===== config.mk =====
export PLATFORM = sky130hd
export DESIGN_NAME = websocket_frame_deframer_core
export DESIGN_NICKNAME = d
export VERILOG_FILES = /design/src/sv/wsd_pkg.sv /design/src/sv/websocket_frame_deframer_core.sv
export VERILOG_INCLUDE_DIRS = /design/src /design/src/sv
export SDC_FILE = /design/constraint.sdc
export NUM_CORES = 1
export LEC_CHECK = 0
export BUFFER_PORTS_ARGS = -buffer_cell sky130_fd_sc_hd__buf_2
export CAP_MARGIN = 20
export CORE_ASPECT_RATIO = 1.5
export CORE_MARGIN = 8
export CORE_UTILIZATION = 60
export DETAILED_ROUTE_END_ITERATION = 10
export PLACE_DENSITY = 0.79
export SYNTH_ARGS = -nofsm -noshare
export SYNTH_HDL_FRONTEND = slang
export SYNTH_SLANG_ARGS = --single-unit

===== constraint.sdc =====
create_clock -name clk -period 6.1 [get_ports clk]
set_input_delay 0.305 -clock clk [delete_from_list [all_inputs] [get_ports clk]]
set_output_delay 0.305 -clock clk [all_outputs]
set_load 0.05 [all_outputs]

===== src/sv/assert_macros.svh =====
// assertion helpers, all clocked on clk and disabled during rst
`ifndef ASSERT_MACROS_SVH
`define ASSERT_MACROS_SVH

// same-cycle implication
`define ASSERT_IMPL(label, ante, cons, msg) \
  label: assert property (@(posedge clk) disable iff (rst) (ante) |-> (cons)) \
    else $error(msg);

// next-cycle implication
`define ASSERT_NEXT(label, ante, cons, msg) \
  label: assert property (@(posedge clk) disable iff (rst) (ante) |=> (cons)) \
    else $error(msg);

`endif


===== src/sv/wsd_pkg.sv =====
package wsd_pkg;

  typedef enum logic [5:0] {
    PH_HDR0    = 6'b000001,
    PH_HDR1    = 6'b000010,
    PH_EXT_HI  = 6'b000100,
    PH_EXT_LO  = 6'b001000,
    PH_KEY     = 6'b010000,
    PH_PAYLOAD = 6'b100000
  } phase_t;

  localparam logic [3:0] OP_TEXT  = 4'h1;
  localparam logic [3:0] OP_CLOSE = 4'h8;

  localparam logic [1:0] KIND_TEXT  = 2'd0;
  localparam logic [1:0] KIND_CLOSE = 2'd1;
  localparam logic [1:0] KIND_ERROR = 2'd2;

  localparam logic [6:0] LEN_EXT16 = 7'd126;
  localparam logic [6:0] LEN_EXT64 = 7'd127;

  localparam logic [1:0] KEY_LAST = 2'd3;

endpackage


===== src/sv/websocket_frame_deframer_core.sv =====
// WebSocket receive deframer: takes one stream byte per request and parses the
// frame header, extended 16-bit length and masking key, then unmasks payload
// bytes. Text payload bytes come out with a marker on the final byte, a close
// frame gives one close event after its payload, and a 64-bit length gives an
// error event; after either event all further bytes are accepted and dropped
// until reset. One byte is taken every clock cycle: the parser state updates
// in the cycle of acceptance and any result lands in a single output register
// in the next cycle, and the input stalls only while that register holds a
// result that is not being taken in the same cycle. No clearing pass is needed
// after reset.
`include "assert_macros.svh"

module websocket_frame_deframer_core (
  input  logic       clk,
  input  logic       rst,
  input  logic       in_valid,
  output logic       in_ready,
  input  logic [7:0] rx_byte,
  output logic       out_valid,
  input  logic       out_ready,
  output logic [1:0] kind,
  output logic [7:0] data,
  output logic       last_of_message
);

  wsd_pkg::phase_t phase, phase_next;
  logic [3:0]  frame_opcode, frame_opcode_next;
  logic        is_masked, is_masked_next;
  logic [15:0] remaining_len, remaining_len_next;
  logic [7:0]  mask_key [4];
  logic [1:0]  byte_pos, byte_pos_next;
  logic        stopped, stopped_next;

  logic        in_accept;
  logic        key_we;
  logic        emit;
  logic [1:0]  emit_kind;
  logic [7:0]  emit_data;
  logic        emit_last;
  logic        after_len, start_body, end_frame;
  logic [15:0] body_len;
  logic [15:0] len_dec;
  logic [7:0]  unmasked;

  assign in_ready  = !out_valid || out_ready;
  assign in_accept = in_valid && in_ready;

  assign len_dec  = remaining_len - 16'd1;
  assign unmasked = is_masked ? (rx_byte ^ mask_key[byte_pos]) : rx_byte;

  always_comb begin
    phase_next         = phase;
    frame_opcode_next  = frame_opcode;
    is_masked_next     = is_masked;
    remaining_len_next = remaining_len;
    byte_pos_next      = byte_pos;
    stopped_next       = stopped;
    key_we             = 1'b0;
    emit               = 1'b0;
    emit_kind          = wsd_pkg::KIND_TEXT;
    emit_data          = 8'd0;
    emit_last          = 1'b0;
    after_len          = 1'b0;
    start_body         = 1'b0;
    end_frame          = 1'b0;
    body_len           = remaining_len;

    if (!stopped) begin
      unique case (phase)
        wsd_pkg::PH_HDR1: begin
          is_masked_next = rx_byte[7];
          if (rx_byte[6:0] == wsd_pkg::LEN_EXT64) begin
            stopped_next = 1'b1;
            phase_next   = wsd_pkg::PH_HDR0;
            emit         = 1'b1;
            emit_kind    = wsd_pkg::KIND_ERROR;
          end else if (rx_byte[6:0] == wsd_pkg::LEN_EXT16) begin
            phase_next = wsd_pkg::PH_EXT_HI;
          end else begin
            remaining_len_next = {9'd0, rx_byte[6:0]};
            body_len           = {9'd0, rx_byte[6:0]};
            after_len          = 1'b1;
          end
        end
        wsd_pkg::PH_EXT_HI: begin
          remaining_len_next = {rx_byte, 8'd0};
          phase_next         = wsd_pkg::PH_EXT_LO;
        end
        wsd_pkg::PH_EXT_LO: begin
          remaining_len_next = {remaining_len[15:8], rx_byte};
          body_len           = {remaining_len[15:8], rx_byte};
          after_len          = 1'b1;
        end
        wsd_pkg::PH_KEY: begin
          key_we = 1'b1;
          if (byte_pos == wsd_pkg::KEY_LAST) begin
            start_body = 1'b1;
          end else begin
            byte_pos_next = byte_pos + 2'd1;
          end
        end
        wsd_pkg::PH_PAYLOAD: begin
          byte_pos_next      = byte_pos + 2'd1;
          remaining_len_next = len_dec;
          if (frame_opcode == wsd_pkg::OP_TEXT) begin
            emit      = 1'b1;
            emit_kind = wsd_pkg::KIND_TEXT;
            emit_data = unmasked;
          end
          if (len_dec == 16'd0) begin
            if (frame_opcode == wsd_pkg::OP_TEXT) begin
              emit_last  = 1'b1;
              phase_next = wsd_pkg::PH_HDR0;
            end else begin
              end_frame = 1'b1;
            end
          end
        end
        default: begin
          frame_opcode_next = rx_byte[3:0];
          phase_next        = wsd_pkg::PH_HDR1;
        end
      endcase

      // masked flag as it stands after this byte
      if (after_len) begin
        if (is_masked_next) begin
          byte_pos_next = 2'd0;
          phase_next    = wsd_pkg::PH_KEY;
        end else begin
          start_body = 1'b1;
        end
      end

      if (start_body) begin
        byte_pos_next = 2'd0;
        if (body_len == 16'd0) begin
          end_frame = 1'b1;
        end else begin
          phase_next = wsd_pkg::PH_PAYLOAD;
        end
      end

      if (end_frame) begin
        phase_next = wsd_pkg::PH_HDR0;
        if (frame_opcode == wsd_pkg::OP_CLOSE) begin
          stopped_next = 1'b1;
          emit         = 1'b1;
          emit_kind    = wsd_pkg::KIND_CLOSE;
        end
      end
    end
  end

  always_ff @(posedge clk) begin
    if (rst) begin
      phase         <= wsd_pkg::PH_HDR0;
      frame_opcode  <= 4'd0;
      is_masked     <= 1'b0;
      remaining_len <= 16'd0;
      byte_pos      <= 2'd0;
      stopped       <= 1'b0;
    end else if (in_accept) begin
      phase         <= phase_next;
      frame_opcode  <= frame_opcode_next;
      is_masked     <= is_masked_next;
      remaining_len <= remaining_len_next;
      byte_pos      <= byte_pos_next;
      stopped       <= stopped_next;
    end
  end

  // key store written one byte per request
  always_ff @(posedge clk) begin
    if (rst) begin
      mask_key[0] <= 8'd0;
      mask_key[1] <= 8'd0;
      mask_key[2] <= 8'd0;
      mask_key[3] <= 8'd0;
    end else if (in_accept && key_we) begin
      mask_key[byte_pos] <= rx_byte;
    end
  end

  always_ff @(posedge clk) begin
    if (rst) begin
      out_valid <= 1'b0;
    end else if (in_accept && emit) begin
      out_valid <= 1'b1;
    end else if (out_ready) begin
      out_valid <= 1'b0;
    end
  end

  always_ff @(posedge clk) begin
    if (in_accept && emit) begin
      kind            <= emit_kind;
      data            <= emit_data;
      last_of_message <= emit_last;
    end
  end

  `ASSERT_NEXT(a_stop_sticks, stopped, stopped, "parser left the stopped state without reset")
  `ASSERT_NEXT(a_event_stops, in_accept && emit && emit_kind != wsd_pkg::KIND_TEXT,
               stopped, "close or error event did not stop the parser")
  `ASSERT_NEXT(a_stopped_silent, stopped && in_accept, !out_valid,
               "result produced after stop")
  `ASSERT_IMPL(a_event_fields, out_valid && kind != wsd_pkg::KIND_TEXT,
               data == 8'd0 && !last_of_message, "event result carries payload bits")

endmodule

Word level (Yosys, flattened, before mapping)
Memory sizes are Yosys's and may differ from the RTL's. A register that Yosys moved wholly into a read port is not among the register bits.
Index checks and enable logic that the tools add are counted.
- memories: 1
- logic and storage cells: 116
- bits of input ports: 12
- register bits after elaboration: 42
- output and inout port bits: 13
- bits in writable memories: 32
- memory list (memory ; depth ; bits a word ; rd ports ; clocked after memory_dff ; wr ports ; RTL line ; source):
    mask_key ; 4 ; 8 ; 1 ; 1 ; 4 ; websocket_frame_deframer_core.sv:30 ; logic [7:0] mask_key [4];
- $add $sub $neg: 2
- equality and inequality tests: 10
- bitwise operators: 7
- mux-type cells: 66
- reduce and logical (&&, ||, !) cells: 19
- operators with widths (kind ; count):
    case mux 16 bit (4 select lines) ; 1
    2-to-1 mux 6 bit ; 9
    2-to-1 mux 16 bit ; 3
    2-to-1 mux 1 bit ; 35
    zero test 16 bit ; 2
    case mux 16 bit (2 select lines) ; 1
    case mux 6 bit (4 select lines) ; 1
    2-to-1 mux 2 bit ; 11
    2-to-1 mux 8 bit ; 2
    subtractor 16 x 1 -> 16 bit (second input constant) ; 1
    == test 7 bit (second input constant) ; 2
    OR reduction 8 bit ; 1
    bitwise XOR 8 bit ; 1
    == test 6 x 2 -> 1 bit (second input constant) ; 1
    == test 6 x 3 -> 1 bit (second input constant) ; 1
    == test 6 x 4 -> 1 bit (second input constant) ; 1
    == test 6 x 5 -> 1 bit (second input constant) ; 1
    == test 6 bit (second input constant) ; 1
    inverter 1 bit ; 6
    AND reduction 3 bit ; 2
    OR reduction 3 bit ; 2
    OR reduction 5 bit ; 1
    == test 4 x 1 -> 1 bit (second input constant) ; 1
    == test 4 bit (second input constant) ; 1
    other kinds (13) ; 16

Logic depth before layout (Yosys ltp)
Gate-level depths: netlist of the first run.
- depth after elaboration: 13
- gate-level depth with buffers: 9
- gate-level depth less buffers: 8

Worst setup path after synthesis of the first run
OpenSTA, ideal clock, no wires.
- path type: flip-flop to flip-flop
- start point: register remaining_len[0]
- end point: register data[0] (enable)
- clock period less this slack: 3031 ps
- buffers on the path: 1
- data arrival time: 2645 ps
- cell stages (with the launch flop): 10
- data required time: 5714 ps
- slack: 3069 ps
- library setup time: 386 ps
- cell sequence: dfxtp_1 -> clkbuf_1 -> inv_1 -> ha_1 -> nor3b_2 -> nand4_1 -> xnor2_1 -> nor4_1 -> o21ai_2 -> a31oi_1
- longest elaborated chain between the ends: 11
- elaborated cells between the ends (all ways): 15
- classes of those cells: add/sub: 1; mux: 11; reduce/logical: 3
- ends and longest elaborated chain (what ; RTL line ; source):
    start, declared ; websocket_frame_deframer_core.sv:29 ; logic [15:0] remaining_len, remaining_len_next;
    start signal, assigned ; websocket_frame_deframer_core.sv:167 ; remaining_len <= remaining_len_next;
    parallel branches: the longest is 6 deep, another holds subtractor 16 x 1 -> 16 bit ; n/a ;
    2-to-1 mux 1 bit (*) ; websocket_frame_deframer_core.sv:135 ; if (start_body) begin
    2-to-1 mux 1 bit (*) ; websocket_frame_deframer_core.sv:68 ; if (!stopped) begin
    2-to-1 mux 1 bit (*) ; websocket_frame_deframer_core.sv:144 ; if (end_frame) begin
    2-to-1 mux 1 bit (*) ; websocket_frame_deframer_core.sv:68 ;
    logical AND 1 bit (*) ; websocket_frame_deframer_core.sv:196 ; if (in_accept && emit) begin
    end signal, assigned ; websocket_frame_deframer_core.sv:198 ; data <= emit_data;
    end, declared ; websocket_frame_deframer_core.sv:22 ; output logic [7:0] data,
Mark *: on every way between the ends. The select of a mux whose other input is x is not followed.
A chain may end at the register's enable or synchronous reset.

Final worst setup path of the first run
- start point: register remaining_len[0]
- end point: register kind[0] (enable)
- longest elaborated chain between the ends: 11
- elaborated cells between the ends (all ways): 15
- classes of those cells: add/sub: 1; mux: 11; reduce/logical: 3
- ends and longest elaborated chain (what ; RTL line ; source):
    parallel branches: the longest is 6 deep, another holds subtractor 16 x 1 -> 16 bit ; n/a ;
    2-to-1 mux 1 bit (*) ; websocket_frame_deframer_core.sv:135 ;
    2-to-1 mux 1 bit (*) ; websocket_frame_deframer_core.sv:68 ;
    2-to-1 mux 1 bit (*) ; websocket_frame_deframer_core.sv:144 ;
    2-to-1 mux 1 bit (*) ; websocket_frame_deframer_core.sv:68 ;
    logical AND 1 bit (*) ; websocket_frame_deframer_core.sv:196 ;
    end signal, assigned ; websocket_frame_deframer_core.sv:197 ; kind <= emit_kind;
    end, declared ; websocket_frame_deframer_core.sv:21 ; output logic [1:0] kind,
Marks and branches as above.

==> results of run 1 <==
-- critical path, delay by kind of cell, from the launching register on --
kind,cells,cell delay [ns]
compound gates,2,0.48
xor+xnor,1,0.27
fa+ha+maj,1,0.24
buf+inv,2,0.42
flops,1,0.41
simple gates,3,1.09
-- routing by layer --
metal | track usage, % | share of wire (%) | vias up
met5 | 0 | 0 | -
met4 | 13.0 | 4.2 | 0
met2 | 40.1 | 53 | 148
met3 | 4.59 | 5.4 | 39
met1 | 23.2 | 38 | 1651
li1 | - | - | 1591
-- flip-flops by register name (all words and copies together), names as in the netlist, named ones only --
register and flops:
phase 6, out_valid 1, mask_key 32, is_masked 1
byte_pos 2, remaining_len 16, kind 2, last_of_message 1
data 8, stopped 1, frame_opcode 4
-- through the flow --
| step | instance area (um2) | total power (W) | cells | util [%] |
|---|---|---|---|---|
| final | 4550 | 0.000983 | 517 | 63.9 |
| after global routing | 4550 | 0.00101 | 517 | 63.9 |
| after CTS | 4550 | 0.000985 | 516 | 63.8 |
| after detailed placement | 4390 | 0.000663 | 501 | 61.5 |
| after global placement | 4390 | 0.000661 | 501 | 61.5 |
| after floorplan | 4330 | 0.000637 | 434 | - |
-- cells in the final DEF, fill, tap and decap left out, types with 6 or more instances in the layout --
master	Yosys	layout
xnor2_1	6	6
buf_2	7	24
dfxtp_1	33	33
nand3_1	13	13
clkbuf_8	0	9
mux2i_1	6	6
nor3_1	10	10
edfxtp_1	43	43
nor4_1	11	11
mux4_2	8	8
and3_1	7	7
nor2_1	40	40
o21ai_0	26	26
nand2_1	29	29
a22oi_1	12	12
and2_1	34	34
nand4_1	6	6
a21oi_1	15	15
inv_1	7	7
xor2_1	14	14
-- kinds of logic (layout without fill, tap and decap cells) --
kind of cell,count (synthesis),count (layout),synth area share (%)
flops,76,76,45.1
compound gates,91,91,15.5
xor+xnor,20,20,4.05
mux,14,14,5.55
fa+ha+maj,5,5,1.44
buf+inv,44,47,4.36
simple gates,184,184,24.0
-- how the worst min path moves through the flow --
stage                                  from                           end  slack (ns)  cells past startpoint
2_1_floorplan                    rx_byte[7]        is_masked$_SDFFE_PP0P_        0.45                      2
3_3_place_gp   frame_opcode[3]$_SDFFE_PP0P_  frame_opcode[3]$_SDFFE_PP0P_        0.49                      2
3_5_place_dp   frame_opcode[3]$_SDFFE_PP0P_  frame_opcode[3]$_SDFFE_PP0P_        0.51                      2
4_1_cts                          rx_byte[7]        is_masked$_SDFFE_PP0P_        0.28                      3
5_1_grt                          rx_byte[7]        is_masked$_SDFFE_PP0P_        0.30                      3
6_report                         rx_byte[7]        is_masked$_SDFFE_PP0P_        0.31                      3
-- power groups by stage --
stage	Clock (W)	Combinational (W)	Sequential, W
final	0.000330	0.0000936	0.000559
after global placement	0	0.0000910	0.000570
after global routing	0.000351	0.000101	0.000560
after CTS	0.000334	0.0000925	0.000559
after detailed placement	0	0.0000922	0.000570
after floorplan	0	0.0000725	0.000564
-- cells in the mapped netlist, types with 8 or more instances --
library cell,count,area share (%)
edfxtp_1,43,30
nor2_1,40,3.5
and2_1,34,4.9
dfxtp_1,33,15
nand2_1,29,2.5
clkbuf_1,28,2.4
o21ai_0,26,3.0
a21oi_1,15,1.7
xor2_1,14,2.8
nand3_1,13,1.5
a22oi_1,12,2.1
nor4_1,11,1.6
nor3_1,10,1.2
mux4_2,8,4.2
-- cell type report --
cell class	instances	area (um2)
fillers	613	2580
well taps	80	100
multi-input cells	314	2190
inverters	7	26.3
clock inverters	5	31.3
flip-flops and latches	76	1950
clock buffers	10	128
repair buffers	25	128
==> results.cfg, run 1 <==
[outcome]
status = finished, final reports clean

[drt]
drc = 0
dr.pass1.iters = 6
wl_per_cell_um = 21.0
vias_per_cell = 6.63
vias = 3429
drt-total-wl_um = 10900
ant_nets = 0
drtIter0Drc = 204

[logic_synthesis]
synthArstFlopShare_pct = 0
yosysWarnings = 0
ys_seq_area_share_pct = 45.1
postSynthAreaPerCell_um2 = 9.98
synth_edf_count = 43
synth_ff_type = edfxtp_1
ys_types = 68
synth_fp_nets = 451
synthCells = 434
synth_area_um2 = 4330
synth_seq_cells = 76

[global_routing]
grt_max_degree = 40
grt.overflow.total = 0
antenna_found_initial = 0
grt_usage_pct = 22.2
grt_pass1_wl_um = 17500
grt_pass1_vias = 3428

[sta]
fin_ws_ns = 2.90
timing.hold.ws_ns = 0.312
post-route-period-util_pct = 52.5
relSlewSlack_pct = 48.6
finalSetupViolations = 0
min_period_ns = 3.20
worstMarginPinSlew_ns = 0.772
finalHoldViolCount = 0
clock.fmax_mhz = 312
drv_slew = 0
rsz0062_at_grt = false
fin_worst_skew_ns = 0.00912
fin_tns_setup_ns = 0

[final_layout]
diodes = 0
layout-drive-gt1-share_pct = 15.6
area_growth_pct = 5.17
fin_nets = 450

[pwr]
cellPowerDensity_nw_per_um2 = 216
internal_power_w = 0.000726
ir_worst_vdd_v = 0.000130
power_frac_comb_pct = 9.5
seqPwrFrac_pct = 56.9
netSwitchingFraction_pct = 26.1
leakagePower_nw = 1.70
power.switching_w = 0.000257
pwr-share-clk_pct = 33.6

[clock_network]
clk_path_buf_depth = 2
clk_latency_ns = 0.36
post_cts_buffers = 0
cts_buffers = 9
cts.sinks = 76
ctsResizeCount = 0
cts.hold.buffers_added = 0
clockRootBuffer = clkbuf_8
cts_tree = built
h-tree-depth = 3
clkTransAtPathRegs_ns = 0.08

[setup_path]
cp_data_arrival_time_ns = 3.27
reg2reg_depth = 9
worstReg2RegEnd = kind[0]$_SDFFCE_PP0P_
crit_slowest_cell = nor3b_2
crit_end = kind[0]$_SDFFCE_PP0P_
r2r-start = remaining_len[0]$_SDFFE_PP0P_
rrSetupSlack_ns = 2.90
critPathKind = reg -> reg
startpoint_type = flip-flop
startpoint = remaining_len[0]$_SDFFE_PP0P_
crit_fanout = 10
critical_path_required_ns = 6.17
crit_chain = inv_1 > ha_1 > nor3b_2 > nand4_1 > xnor2_1 > nor4_1 > o21ai_2 > a31oi_1 > buf_4
worstSetupEndpointType = flip-flop
critical-path-max-stage-delay_ns = 0.51

[placed_design]
io_buffers = 24
dpl.hpwl_um = 7620
routabilityCongestion = 0.979
place_ws_ns = 2.55

[worst_hold_path]
hold_path.class = in -> reg

[floorplanning]
num_io_pins = 25
fp.dieW_um = 85.4
initial_utilization_pct = 60.7
die_area_um2 = 10200
fp.coreArea_um2 = 7130
core.rowCount = 38
die_y_um = 120

[run]
drv_cap = 0
Power figures use the tool's default switching activity.
==> run 2: changes to the inputs <==
- CORE_UTILIZATION: 60 -> 55
- PLACE_DENSITY: 0.79 -> 0.76
- clock period: 6.1 -> 2.85 ns (I/O delays scaled with it)
==> results.cfg, run 2 (synthesized netlist as in run 1, its figures left out) <==
[drt]
vias_per_cell = 6.34
drc = 0
wl_per_cell_um = 20.5
dr.pass1.iters = 6
drtIter0Drc = 389
vias = 3578
drt-total-wl_um = 11600
ant_nets = 0

[clock_network]
cts_tree = built
cts_buffers = 9
clkTransAtPathRegs_ns = 0.06
cts.sinks = 76
h-tree-depth = 3
clockRootBuffer = clkbuf_16
clk_latency_ns = 0.33
post_cts_buffers = 0
clk_path_buf_depth = 2

[floorplanning]
die_area_um2 = 11000
fp.dieW_um = 88.5
fp.coreArea_um2 = 7610
core.rowCount = 39
initial_utilization_pct = 56.9
num_io_pins = 25
die_y_um = 125

[placed_design]
place_inst = 548
io_buffers = 24
placed_cell_area_um2 = 4610
dpl.hpwl_um = 8140
routabilityCongestion = 0.978

[final_layout]
instances_no_fill = 564
final_area_um2 = 4900
top_regs = mask_key: 32 flops, remaining_len: 16 flops, data: 8 flops
final_cell_mix = edfxtp_1, nor2_1, and2_1, dfxtp_1, nand2_1
area_growth_pct = 13.2
top_register = mask_key
layout-drive-gt1-share_pct = 19.9
nFillCells = 644
diodes = 0
layout_commonest_cell = edfxtp_1
largest_reg_flops = 32
fin_nets = 474

[setup_path]
critical_path_required_ns = 2.89
worstSetupEndpointType = flip-flop
startpoint_type = flip-flop
critPathKind = reg -> reg
crit_fanout = 11
cp_data_arrival_time_ns = 2.70

[pwr]
leakagePower_nw = 1.88
cellPowerDensity_nw_per_um2 = 511
ir_worst_vdd_v = 0.000294
p_total_w = 0.00250

[global_routing]
antenna_found_initial = 0
grt_pass1_vias = 3606
grt_pass1_wl_um = 18700
grt_usage_pct = 22.5
grt.overflow.total = 0
grt_max_degree = 39

[worst_hold_path]
hold_path.class = in -> reg

[sta]
relSlewSlack_pct = 58.7
rsz0062_at_grt = false
worstMarginPinSlew_ns = 0.615
fin_tns_setup_ns = 0
min_period_ns = 2.66
drv_slew = 0
clock.fmax_mhz = 376
fin_worst_skew_ns = 0.00504
finalHoldViolCount = 0
finalSetupViolations = 0
post-route-period-util_pct = 93.4

[outcome]
status = finished, final reports clean

[run]
drv_cap = 0
## run 2: cell types whose count changed in the layout (fill, tap and decap cells not counted), sizes merged
cell / delta
clkinv: -1
clkinvlp: -1
clkbuf: +2
buf: +24
bufinv: +1
## run 2: critical path, stage by stage (launching register included)
cell and delay (ns):
dfxtp_1 0.40, inv_1 0.16, ha_1 0.24, nor3b_4 0.34
nand4_1 0.16, xnor2_1 0.16, nor4_1 0.45, o21ai_2 0.11
a31oi_2 0.14, buf_4 0.21
## run 2: per-stage QoR
step	util, %	setup slack [ns]	hold WS (ns)
after floorplan	-	0.0441	0.290
final	64.4	0.187	0.164
after global routing	64.4	0.0316	0.178
after global placement	60.6	0.253	0.487
after detailed placement	60.6	0.204	0.493
after CTS	64.2	0.177	0.142
## run 2: what timing repair did
action                                  in CTS  in global routing
hold buffers                                 0                  0
resized for setup                            0                  2
endpoints found under the setup margin       0                 11
hold endpoints to repair                     0                  0
## run 2: path summary, 6_finish.rpt
kind | end | startpoint | depth (start not counted) | slack (ns)
hold reg to reg | frame_opcode[3]$_SDFFE_PP0P_ | frame_opcode[3]$_SDFFE_PP0P_ | 2 | 0.52
setup reg to reg | data[0]$_SDFFCE_PP0P_ | remaining_len[0]$_SDFFE_PP0P_ | 9 | 0.19
hold / removal | is_masked$_SDFFE_PP0P_ | rx_byte[7] | 3 | 0.16
setup / recovery | data[0]$_SDFFCE_PP0P_ | remaining_len[0]$_SDFFE_PP0P_ | 9 | 0.19
## run 2: layout make-up
class	count	area [um2]	share of cell area (%)
Sequential cell	76	1950	39.8
Clock buffer	12	236	4.82
Tap cell	102	128	2.60
Inverter	7	26.3	0.536
Clock inverter	4	43.8	0.893
Multi-Input combinational cell	314	2210	45.0
Timing Repair Buffer	49	308	6.28
## run 2: metal layers
layer	global-route usage (%)	routed length [um]	vias to the layer above
li1	-	-	1649
met1	24.4	4220	1698
met2	37.5	5920	173
met3	4.76	702	58
met4	14.8	713	0
met5	0	0	-
## run 2: report_power, final
part           switching [W]  internal [W]  total (W)  leakage, nW
Combinational       0.000138     0.0000846   0.000223         1.04
Clock               0.000413      0.000672    0.00108        0.138
Sequential         0.0000189       0.00118    0.00120        0.703
Total               0.000570       0.00194    0.00250         1.88
